==> src/rtl/ilac_pkg.sv <==
// ----------------------------------------------------------------------------
// ilac_pkg
// Shared widths, register map, micro-op encodings and control structs for the
// IMU lever-arm compensation block.
// ----------------------------------------------------------------------------
package ilac_pkg;

    localparam int TsW    = 48;   // timestamp
    localparam int VecW   = 24;   // vector components
    localparam int DtW    = TsW + 1;
    localparam int LimW   = 20;   // dt limit and divisor
    localparam int RegW   = 48;
    localparam int EntW   = 16;   // matrix entries and lever arm components
    localparam int AccW   = 64;
    localparam int AW     = 34;   // multiplier operand A
    localparam int BW     = 26;   // multiplier operand B
    localparam int PW     = AW + BW;
    localparam int MagW   = 42;   // magnitude of the angular cross product
    localparam int HalfW  = MagW / 2;
    localparam int CrW    = 33;   // rounded centripetal cross product
    localparam int AbW    = 48;   // corrected acceleration before saturation
    localparam int NumW   = 47;   // dividend and quotient
    localparam int OutDtW = 32;
    localparam int ApbDW  = 64;
    localparam int ApbAW  = 6;
    localparam int InW    = 192;
    localparam int OutW   = 176;

    localparam logic [BW-1:0]   MEGA        = BW'(1000000);
    localparam logic [RegW-1:0] ROT0_RESET  = 48'h4000_0000_0000;
    localparam logic [RegW-1:0] ROT1_RESET  = 48'h0000_4000_0000;
    localparam logic [RegW-1:0] ROT2_RESET  = 48'h0000_0000_4000;
    localparam logic [LimW-1:0] LIMIT_RESET = LimW'(100000);

    typedef enum logic [2:0] {
        REG_ROT0, REG_ROT1, REG_ROT2, REG_LEVER, REG_LIMIT
    } t_reg_idx;

    typedef enum logic [2:0] {A_ROT, A_D, A_WB, A_CR, A_MHI, A_MLO} t_asel;
    typedef enum logic [2:0] {B_G, B_A, B_R, B_WB, B_MEGA} t_bsel;
    typedef enum logic [2:0] {ACC_NONE, ACC_LOAD, ACC_ADD, ACC_SUB, ACC_LOAD_HI} t_accop;
    typedef enum logic [2:0] {ST_NONE, ST_WB, ST_AB, ST_CX, ST_C, ST_CC, ST_NUM} t_stop;

    typedef struct packed {
        t_asel      asel;
        logic [1:0] a_idx;
        t_bsel      bsel;
        logic [1:0] b_idx;
        t_accop     accop;
        t_stop      stop;
        logic [1:0] st_idx;
    } t_mcmd;

    typedef struct packed {
        t_mcmd      mop;
        logic       seed;
        logic       fin;
        logic       div_start;
        logic       qadd;
        logic [1:0] q_idx;
    } t_cmd;

    typedef struct packed {
        logic applied;
        logic have_prev;
        logic out_free;
        logic div_busy;
    } t_stat;

    localparam t_mcmd MOP_NOP = '{A_ROT, 2'd0, B_G, 2'd0, ACC_NONE, ST_NONE, 2'd0};

endpackage

==> src/rtl/ilac_dp.sv <==
// ----------------------------------------------------------------------------
// ilac_dp
// Datapath: one shared multiplier, a 64-bit accumulator, vector stores,
// sample state and the output register.
// ----------------------------------------------------------------------------
module ilac_dp (
    input  logic                           i_clk,
    input  logic                           i_rst_n,
    input  logic                           i_accept,
    input  logic [ilac_pkg::InW-1:0]       i_in_data,
    input  ilac_pkg::t_cmd                 i_cmd,
    input  logic [2:0][ilac_pkg::RegW-1:0] i_rot,
    input  logic [ilac_pkg::RegW-1:0]      i_lever,
    input  logic [ilac_pkg::LimW-1:0]      i_limit,
    input  logic                           i_out_ready,
    input  logic                           i_div_busy,
    input  logic [ilac_pkg::NumW-1:0]      i_quo,
    output logic [ilac_pkg::NumW-1:0]      o_num,
    output logic [ilac_pkg::LimW-1:0]      o_den,
    output ilac_pkg::t_stat                o_stat,
    output logic                           o_out_valid,
    output logic [ilac_pkg::OutW-1:0]      o_out_data,
    output logic                           o_out_flag
);
    import ilac_pkg::*;

    localparam longint VMax = (64'sd1 <<< (VecW - 1)) - 1;
    localparam longint VMin = -VMax - 1;
    localparam longint DMax = (64'sd1 <<< (OutDtW - 1)) - 1;
    localparam longint DMin = -DMax - 1;

    logic [TsW-1:0]          r_ts, r_last;
    logic signed [VecW-1:0]  r_g [3];
    logic signed [VecW-1:0]  r_a [3];
    logic signed [VecW-1:0]  r_wb [3];
    logic signed [VecW-1:0]  r_prev [3];
    logic signed [AbW-1:0]   r_ab [3];
    logic signed [CrW-1:0]   r_cr [3];
    logic [MagW-1:0]         r_mag [3];
    logic                    r_neg [3];
    logic signed [DtW-1:0]   r_dt;
    logic                    r_have;
    logic [NumW-1:0]         r_num;
    logic signed [PW-1:0]    r_p;
    logic signed [AccW-1:0]  r_acc;
    t_mcmd                   r_c1, r_c2;
    logic                    r_out_valid;
    logic [OutW-1:0]         r_out_data;
    logic                    r_out_flag;

    logic signed [EntW-1:0]  w_e, w_r;
    logic signed [VecW:0]    w_d;
    logic signed [AW-1:0]    w_a;
    logic signed [BW-1:0]    w_b;
    logic signed [PW-1:0]    w_prod;
    logic signed [AccW-1:0]  w_pext, w_r14, w_r8, w_r24;
    logic [AccW-1:0]         w_abs, w_numsum;
    logic signed [AbW-1:0]   w_q, w_qs;
    logic                    w_applied;
    logic [OutDtW-1:0]       w_dt32;
    logic [VecW-1:0]         w_accsat [3];

    function automatic logic [VecW-1:0] f_sat(input logic signed [AccW-1:0] v);
        if (v > VMax) return VecW'(VMax);
        if (v < VMin) return VecW'(VMin);
        return v[VecW-1:0];
    endfunction

    // operand A
    always_comb begin
        w_e = i_rot[i_cmd.mop.a_idx][EntW*i_cmd.mop.b_idx +: EntW];
        w_d = (VecW+1)'(r_wb[i_cmd.mop.a_idx]) - (VecW+1)'(r_prev[i_cmd.mop.a_idx]);
        unique case (i_cmd.mop.asel)
            A_ROT:   w_a = AW'(w_e);
            A_D:     w_a = AW'(w_d);
            A_WB:    w_a = AW'(r_wb[i_cmd.mop.a_idx]);
            A_CR:    w_a = AW'(r_cr[i_cmd.mop.a_idx]);
            A_MHI:   w_a = AW'(r_mag[i_cmd.mop.a_idx][MagW-1:HalfW]);
            A_MLO:   w_a = AW'(r_mag[i_cmd.mop.a_idx][HalfW-1:0]);
            default: w_a = '0;
        endcase
    end

    // operand B
    always_comb begin
        w_r = i_lever[EntW*i_cmd.mop.b_idx +: EntW];
        unique case (i_cmd.mop.bsel)
            B_G:     w_b = BW'(r_g[i_cmd.mop.b_idx]);
            B_A:     w_b = BW'(r_a[i_cmd.mop.b_idx]);
            B_R:     w_b = BW'(w_r);
            B_WB:    w_b = BW'(r_wb[i_cmd.mop.b_idx]);
            B_MEGA:  w_b = signed'(MEGA);
            default: w_b = '0;
        endcase
    end

    assign w_prod   = w_a * w_b;
    assign w_pext   = AccW'(r_p);
    assign w_r14    = r_acc + (64'sd1 <<< 13);
    assign w_r8     = r_acc + (64'sd1 <<< 7);
    assign w_r24    = r_acc + (64'sd1 <<< 23);
    assign w_abs    = r_acc[AccW-1] ? unsigned'(-r_acc) : unsigned'(r_acc);
    assign w_numsum = unsigned'(r_acc) + {29'd0, r_dt[LimW-1:0], 15'd0};
    assign w_q      = signed'({1'b0, i_quo});
    assign w_qs     = r_neg[i_cmd.q_idx] ? -w_q : w_q;

    assign w_applied = r_have && !r_dt[DtW-1] && (r_dt != '0)
                       && (r_dt[TsW-1:0] < TsW'(i_limit));

    always_comb begin
        if (r_dt > DMax) begin
            w_dt32 = OutDtW'(DMax);
        end else if (r_dt < DMin) begin
            w_dt32 = OutDtW'(DMin);
        end else begin
            w_dt32 = r_dt[OutDtW-1:0];
        end
        for (int i = 0; i < 3; i++) begin
            w_accsat[i] = f_sat(AccW'(r_ab[i]));
        end
    end

    // input capture and time step
    always_ff @(posedge i_clk) begin
        if (i_accept) begin
            r_ts <= i_in_data[TsW-1:0];
            for (int i = 0; i < 3; i++) begin
                r_g[i] <= i_in_data[TsW + VecW*i +: VecW];
                r_a[i] <= i_in_data[TsW + VecW*(3+i) +: VecW];
            end
            r_dt <= signed'({1'b0, i_in_data[TsW-1:0]}) - signed'({1'b0, r_last});
        end
    end

    // multiply, accumulate, store: a micro-op advances one stage a cycle
    always_ff @(posedge i_clk) begin
        if (!i_rst_n) begin
            r_c1 <= MOP_NOP;
            r_c2 <= MOP_NOP;
        end else begin
            r_c1 <= i_cmd.mop;
            r_c2 <= r_c1;
        end
    end

    always_ff @(posedge i_clk) begin
        r_p <= w_prod;
        unique case (r_c1.accop)
            ACC_LOAD:    r_acc <= w_pext;
            ACC_ADD:     r_acc <= r_acc + w_pext;
            ACC_SUB:     r_acc <= r_acc - w_pext;
            ACC_LOAD_HI: r_acc <= w_pext <<< HalfW;
            default: ;
        endcase
    end

    always_ff @(posedge i_clk) begin
        unique case (r_c2.stop)
            ST_WB:  r_wb[r_c2.st_idx] <= f_sat(w_r14 >>> 14);
            ST_CX: begin
                r_neg[r_c2.st_idx] <= r_acc[AccW-1];
                r_mag[r_c2.st_idx] <= w_abs[MagW-1:0];
            end
            ST_C:   r_cr[r_c2.st_idx] <= CrW'(w_r8 >>> 8);
            ST_NUM: r_num <= w_numsum[NumW+15:16];
            default: ;
        endcase
    end

    // corrected acceleration: rotation, centripetal term, angular term
    always_ff @(posedge i_clk) begin
        if (r_c2.stop == ST_AB) begin
            r_ab[r_c2.st_idx] <= AbW'(w_r14 >>> 14);
        end else if (r_c2.stop == ST_CC) begin
            r_ab[r_c2.st_idx] <= r_ab[r_c2.st_idx] + AbW'(w_r24 >>> 24);
        end else if (i_cmd.qadd) begin
            r_ab[i_cmd.q_idx] <= r_ab[i_cmd.q_idx] + w_qs;
        end
    end

    // sample state
    always_ff @(posedge i_clk) begin
        if (!i_rst_n) begin
            r_have <= 1'b0;
            r_last <= '0;
            for (int i = 0; i < 3; i++) begin
                r_prev[i] <= '0;
            end
        end else if (i_cmd.seed || i_cmd.fin) begin
            r_have <= 1'b1;
            r_last <= r_ts;
            for (int i = 0; i < 3; i++) begin
                r_prev[i] <= r_wb[i];
            end
        end
    end

    // output register
    always_ff @(posedge i_clk) begin
        if (!i_rst_n) begin
            r_out_valid <= 1'b0;
        end else if (i_cmd.fin) begin
            r_out_valid <= 1'b1;
        end else if (i_out_ready) begin
            r_out_valid <= 1'b0;
        end
    end

    always_ff @(posedge i_clk) begin
        if (i_cmd.fin) begin
            r_out_data <= {w_dt32, w_accsat[2], w_accsat[1], w_accsat[0],
                           r_wb[2], r_wb[1], r_wb[0]};
            r_out_flag <= w_applied;
        end
    end

    assign o_num  = r_num;
    assign o_den  = r_dt[LimW-1:0];
    assign o_stat = '{applied:   w_applied,
                      have_prev: r_have,
                      out_free:  !r_out_valid || i_out_ready,
                      div_busy:  i_div_busy};
    assign o_out_valid = r_out_valid;
    assign o_out_data  = r_out_data;
    assign o_out_flag  = r_out_flag;

endmodule

==> config.mk <==
export PLATFORM = sky130hd
export DESIGN_NAME = ilac_dp
export DESIGN_NICKNAME = d
export VERILOG_FILES = /design/src/rtl/ilac_pkg.sv /design/src/rtl/ilac_dp.sv
export SDC_FILE = /design/constraint.sdc
export NUM_CORES = 2
export LEC_CHECK = 0
export ABC_AREA = 0
export BUFFER_PORTS_ARGS = -buffer_cell sky130_fd_sc_hd__buf_2
export CAP_MARGIN = 25
export CORE_MARGIN = 4
export CORE_UTILIZATION = 45
export CTS_CLUSTER_DIAMETER = 40
export CTS_CLUSTER_SIZE = 20
export DETAILED_ROUTE_END_ITERATION = 16
export PLACE_DENSITY = 0.65
export RECOVER_POWER = 25
export SETUP_SLACK_MARGIN = 0.05
export SLEW_MARGIN = 20
export SYNTH_ARGS = -nofsm -noshare
export SYNTH_HDL_FRONTEND = slang
export SYNTH_SLANG_ARGS = --single-unit
==> constraint.sdc <==
create_clock -name i_clk -period 12.3 [get_ports i_clk]
set_input_delay 0.615 -clock i_clk [delete_from_list [all_inputs] [get_ports i_clk]]
set_output_delay 0.615 -clock i_clk [all_outputs]
set_load 0.1 [all_outputs]
# Yosys cells after proc, flatten, opt, wreduce, memory -nomap -nowiden
# Memories as Yosys holds them, arrays and structs flattened. A register that Yosys moved wholly into a read port is not among the register bits.
# Index checks and enable logic that the tools add are counted.
# Widths: inputs -> output; s select.
[word_totals] register_bits=508 mem_bits_rw=660 wordCells=157 mem_count=8
[op_classes] add_sub_neg=12 multipliers=1 magnitude_cmp=12 eq_ne=19 shifts=2 mux=70 bitwise_logic=4 n_reduce_logical=13
[mem_list] name="r_ab" depth=3 word_bits=48 rd=5 rd_clocked_by_memory_dff=1 write_ports=1 line_no="ilac_dp.sv:37" source="logic signed [AbW-1:0] r_ab [3];"
[mem_list] name="r_mag" depth=3 word_bits=42 rd=1 rd_clocked_by_memory_dff=0 write_ports=1 line_no="ilac_dp.sv:39" source="logic [MagW-1:0] r_mag [3];"
[mem_list] name="r_cr" depth=3 word_bits=33 rd=1 rd_clocked_by_memory_dff=0 write_ports=1 line_no="ilac_dp.sv:38" source="logic signed [CrW-1:0] r_cr [3];"
[mem_list] name="r_a" depth=3 word_bits=24 rd=1 rd_clocked_by_memory_dff=0 write_ports=3 line_no="ilac_dp.sv:34" source="logic signed [VecW-1:0] r_a [3];"
[mem_list] name="r_g" depth=3 word_bits=24 rd=1 rd_clocked_by_memory_dff=0 write_ports=3 line_no="ilac_dp.sv:33" source="logic signed [VecW-1:0] r_g [3];"
[mem_list] name="r_prev" depth=3 word_bits=24 rd=1 rd_clocked_by_memory_dff=0 write_ports=3 line_no="ilac_dp.sv:36" source="logic signed [VecW-1:0] r_prev [3];"
[mem_list] name="+2 memories"
[op_table] operator="$mux 24" n=20
[op_table] operator="$pmux 64 s4" n=1
[op_table] operator="$pmux 34 s6" n=1
[op_table] operator="$mux 48" n=4
[op_table] operator="$gt 48x24->1 const B" n=3
[op_table] operator="$lt 48x24->1 const B" n=3
[op_table] operator="$pmux 26 s5" n=1
[op_table] operator="$bmux 48 s2" n=1
[op_table] operator="$shiftx 48x7->16" n=2
[op_table] operator="$add 64x15->64 const B" n=1
[op_table] operator="$add 64x25->64 const B" n=1
[op_table] operator="$add 64x60->64" n=1
[op_table] operator="$sub 64x60->64" n=1
[op_table] operator="$add 63x35->63" n=1
[op_table] operator="$mul 34x26->60" n=1
[op_table] operator="$gt 50x24->1 const B" n=1
[op_table] operator="$lt 50x24->1 const B" n=1
[op_table] operator="$gt 49x32->1 const B" n=1
[op_table] operator="$lt 49x32->1 const B" n=1
[op_table] operator="$reduce_bool 49->1" n=1
[op_table] operator="$sub 48x48->49" n=1
[op_table] operator="$add 48x40->48" n=1
[op_table] operator="$add 48x48->48" n=1
[op_table] operator="$lt 48x20->1" n=1
[op_table] operator="other kinds (20)" n=82

# Depth between registers and ports, before layout
[logic_depth] ltp_word=9 ltp_mapped=50

# Least setup slack after synthesis
# No wires, ideal clock.
[synth_timing] path_type="input to register" from="input port i_cmd[19] (netlist name)" to="register r_p[59]" setup_ns=0.072 arrival_time_ns=12.759 required_ns=12.228 setup_slack_ns=-0.532 cell_stages=46 path_buffers=8 cell_sequence="clkbuf_1 buf_2 buf_2 buf_1 buf_2 buf_2 buf_1 mux2i_1 o21ai_0 ha_1 fa_1 nor2b_1 o21ai_0 a21boi_0 o21ai_0 a21o_1 a31oi_1 a21oi_1 (+10 left out) fa_1 fa_1 fa_1 inv_1 fa_1 inv_1 ha_1 nand2_1 nand2_1 a211o_1 a2111oi_0 a21oi_1 a41oi_1 a21oi_1 o22ai_1 o21ai_0 a21oi_1 xnor2_1"
[synth_between] elab_chain_len=5 word_cells_on_any_way=10
[synth_rtl] item="from (decl)" line_no="ilac_dp.sv:11" source="input ilac_pkg::t_cmd i_cmd,"
[synth_rtl] item="branches (longest 3 deep; another with $sub 24x24->25)"
[synth_rtl] item="$pmux 34 s6 *" line_no="ilac_dp.sv:73" source="unique case (i_cmd.mop.asel)"
[synth_rtl] item="$mul 34x26->60 *" line_no="ilac_dp.sv:97" source="assign w_prod = w_a * w_b;"
[synth_rtl] item="named net w_prod[59]" line_no="ilac_dp.sv:55" source="logic signed [PW-1:0] w_prod;"
[synth_rtl] item="to (signal assigned)" line_no="ilac_dp.sv:147" source="r_p <= w_prod;"
[synth_rtl] item="to (decl)" line_no="ilac_dp.sv:44" source="logic signed [PW-1:0] r_p;"
# Mark *: on every way through the listed nets, which the timed path passes. The select of a mux whose other input is x is not followed.
# A chain may end at the register's enable or synchronous reset.

==> impl_results.md <==
- Status: finished with violations
- Failing checks: max-capacitance violations, max-slew violations
- Final Hold Fails: 0
- Die ar.: 0.229 mm^2
- Total Neg Setup Slack: 0 ps
- Number of max-cap violations: 8
- DR vias/cell: 5.86
- Placer Congestion: 1.00
- H-tree depth reported by CTS: 4
- Ys flop type: edfxtp_1
- Grt met2 use: 48.8%
- Hold path start: i_out_ready
- Core Area: 0.220 mm^2
- GRT busiest layer: met2
- WP data arrival: 12,120 ps
- Synth area leaders: edfxtp_1, fa_1, ha_1
- DR pass1 iterations: 6
- CTS tree: done
- Hold path depth: 3
- Clock Path Buffers: 3
- Fin crit share: 92.5%
- Avg Cell Area, Syn: 10.4 um^2
- Filler cell count: 19,523
- Layout cells sized above 1: 14.2%
- Critical R2R Launch: r_wb[1][0]$_DFFE_PP_
- Data required time of the worst path: 13,040 ps
- RSZ-0062 raised after global routing: no
- Syn Inst Count: 9,586
- Seq cells post-synth: 1,240
- Syn. warnings: 0
- Setup Viol. Count Final: 0
- Area share of the largest cell type after synthesis: 33.7%
- I/O Buffers: 725
- Commonest cells after routing, fill and taps aside: inv_1, edfxtp_1, nand2_1, fa_1, nor2_1
- Dpl ws: 462 ps
- Worst slew pin tran: 8080 ps
- Crit-path slowest cell: fa_1
- Vias in the first global route: 79,610
- Initial DRC Count: 8,326
- Tmin final: 11,370 ps
- RR Endpoint: r_p[56]$_DFF_P_
- Met1 usage: 40.1%
- Startpoint types: flop
- CP Class: reg2reg
- Clock root cell: clkbuf_16
- Via count: 79,227
- Detail Placement HPWL: 274,000 um
- Total gr overflow: 0
- Clock sink count: 1,240
- Routed WL: 353,000 um
- Slew margin rel.: -438%
- Area growth from synthesis to layout: 15.9%
- Slew Limit Fails: 538
- Worst hold path type: in2reg
- Slowest stage delay, CP: 600 ps
- Wirelength per Cell: 26.1 um
- Sequential share of the synthesized area: 36.2%
- Met3 usage: 7.08%
- Min setup slack post-route: 927 ps
- Gr usage total: 30.4%
- DRC Markers: 0
- Reg2reg path depth: 40
- Antenna violations before repair: 23
- Placed insts: 12,975
- Worst setup EP type: flop
- Core Rows: 172
- Worst-path fanout max: 18
- Horiz. Die Dim: 478 um
- Fmax: 0.0879 GHz
- Async set-reset flop share out of synthesis: 0%
- Distinct cells, synth: 95
- Die Ht: 478 um
- TritonCTS Buffers: 180
- R2R Setup Slk: 930 ps
- Non-Filler Instances: 13,524
- Worst hold endpoint: o_out_valid$_SDFFE_PN0P_
- Post-cts resize count: 0
- Most used cell, CP: fa_1
- Commonest non-fill, non-tap cell in the layout: inv_1
- Clock transition at the registers of the reported paths: 70 ps
- Antenna Nets Post-Route: 0
- Initial core utilization: 45.3%
- Syn Nets: 11,392
- Fin nets: 12,208
- Clock skew: 69.4 ps
- Largest net degree at the start of global routing: 146
- # IOs: 729
- Clk_lat worst skew: 830 ps
- Synth area leader: edfxtp_1
- Post-Syn Area: 0.0995 mm^2
- First-pass GRT wire length: 524,000 um
- Post-synth EDFFs: 1,117
==> worst max path at each step <==
stage | startpoint | end | depth (start not counted)
2_1_floorplan | i_cmd[19] | r_p[59]$_DFF_P_ | 46
6_report | r_wb[1][0]$_DFFE_PP_ | r_p[56]$_DFF_P_ | 40
5_1_grt | r_wb[1][0]$_DFFE_PP_ | r_p[56]$_DFF_P_ | 40
3_5_place_dp | i_cmd[19] | r_p[56]$_DFF_P_ | 41
4_1_cts | r_wb[1][0]$_DFFE_PP_ | r_p[56]$_DFF_P_ | 40
3_3_place_gp | i_cmd[19] | r_p[56]$_DFF_P_ | 41
==> final cells by class <==
cell class | count | area [um^2] | area share [%]
antenna | 6 | 15.0 | 0.0130
clock buffer | 195 | 4600 | 3.99
clock inverter | 145 | 1880 | 1.63
inverter | 1137 | 4270 | 3.70
multi-input combinational | 6686 | 57600 | 49.9
sequential | 1240 | 36000 | 31.2
tap | 2958 | 3700 | 3.21
timing repair buffer | 1157 | 7360 | 6.38
==> through the flow <==
| stage | util, % | hold WS (ps) | cell area [um^2] |
|---|---|---|---|
| 2_1_floorplan | - | 412 | 99600 |
| 3_3_place_gp | 48.6 | 423 | 107000 |
| 3_5_place_dp | 48.7 | 419 | 107000 |
| 4_1_cts | 52.5 | 4.31 | 115000 |
| 5_1_grt | 52.5 | 104 | 115000 |
| 6_report | 52.5 | 98.8 | 115000 |
==> cell families after synthesis <==
logic type / share of synthesized area (%)
buffers and inverters: 6.38
adder cells (fa/ha/maj): 23.4
AO/OA/AOI/OAI: 11.1
AND/OR/NAND/NOR: 12.4
multiplexers: 5.73
XOR/XNOR: 4.89
flip-flops: 36.2
==> metal layers <==
metal  up-vias  share of wire [%]
li1      34613                  -
met1     39784                 39
met2      4067                 46
met3       747                9.7
met4        16                4.7
met5         -              0.025
==> state kept, by name, indices dropped and copies added (netlist names), 49 cells and up <==
register    count
r_p            60
r_ab          192
r_acc          64
r_mag         126
r_dt           49
r_wb           96
r_g            72
o_out_data    176
r_cr           99
r_prev         72
r_a            72
==> timing repair <==
| item | in CTS | in global routing |
|---|---|---|
| hold buffers | 198 | 0 |
| setup buffers | 0 | 0 |
| endpoints found under the hold margin | 198 | 0 |
==> synthesized netlist by cell type, types with 18 or more instances <==
master / instances
buf_1: 61
inv_1: 1136
o21bai_1: 43
a21oi_1: 480
nor2b_1: 70
mux4_2: 146
a221oi_1: 18
mux2_2: 32
nor2_1: 727
a31oi_1: 57
dfxtp_1: 123
a21o_1: 178
buf_4: 23
a211o_1: 18
o21a_1: 39
o31ai_1: 50
nand2_1: 1045
nand3_1: 109
and4_1: 19
o221ai_1: 29
nand2b_1: 78
nor3_1: 92
nor4_1: 56
xnor2_1: 321
ha_1: 437
buf_2: 18
a22oi_1: 77
nand4_1: 91
and2_1: 233
o21ai_0: 372
or2_2: 23
clkbuf_1: 419
and3_1: 48
o211ai_1: 36
a211oi_1: 73
o22ai_1: 76
a221o_1: 38
or4_1: 19
fa_1: 889
xor2_1: 235
edfxtp_1: 1117
or3_1: 41
mux2i_1: 203
==> worst max-delay path: cells and delay by family (launching register included) <==
kind / cells / cell delay, ps
adders and majority gates: 10 / 4580
AOI/OAI and AO/OA: 15 / 3850
and+or+nand+nor: 6 / 910
buffers and inverters: 7 / 770
muxes: 1 / 530
DFF: 1 / 480
xor gates and xnor gates: 1 / 130
Power is left out: the tool's default activity adds up to more than one toggle a clock period on the data nets, which glitch-free logic cannot reach.
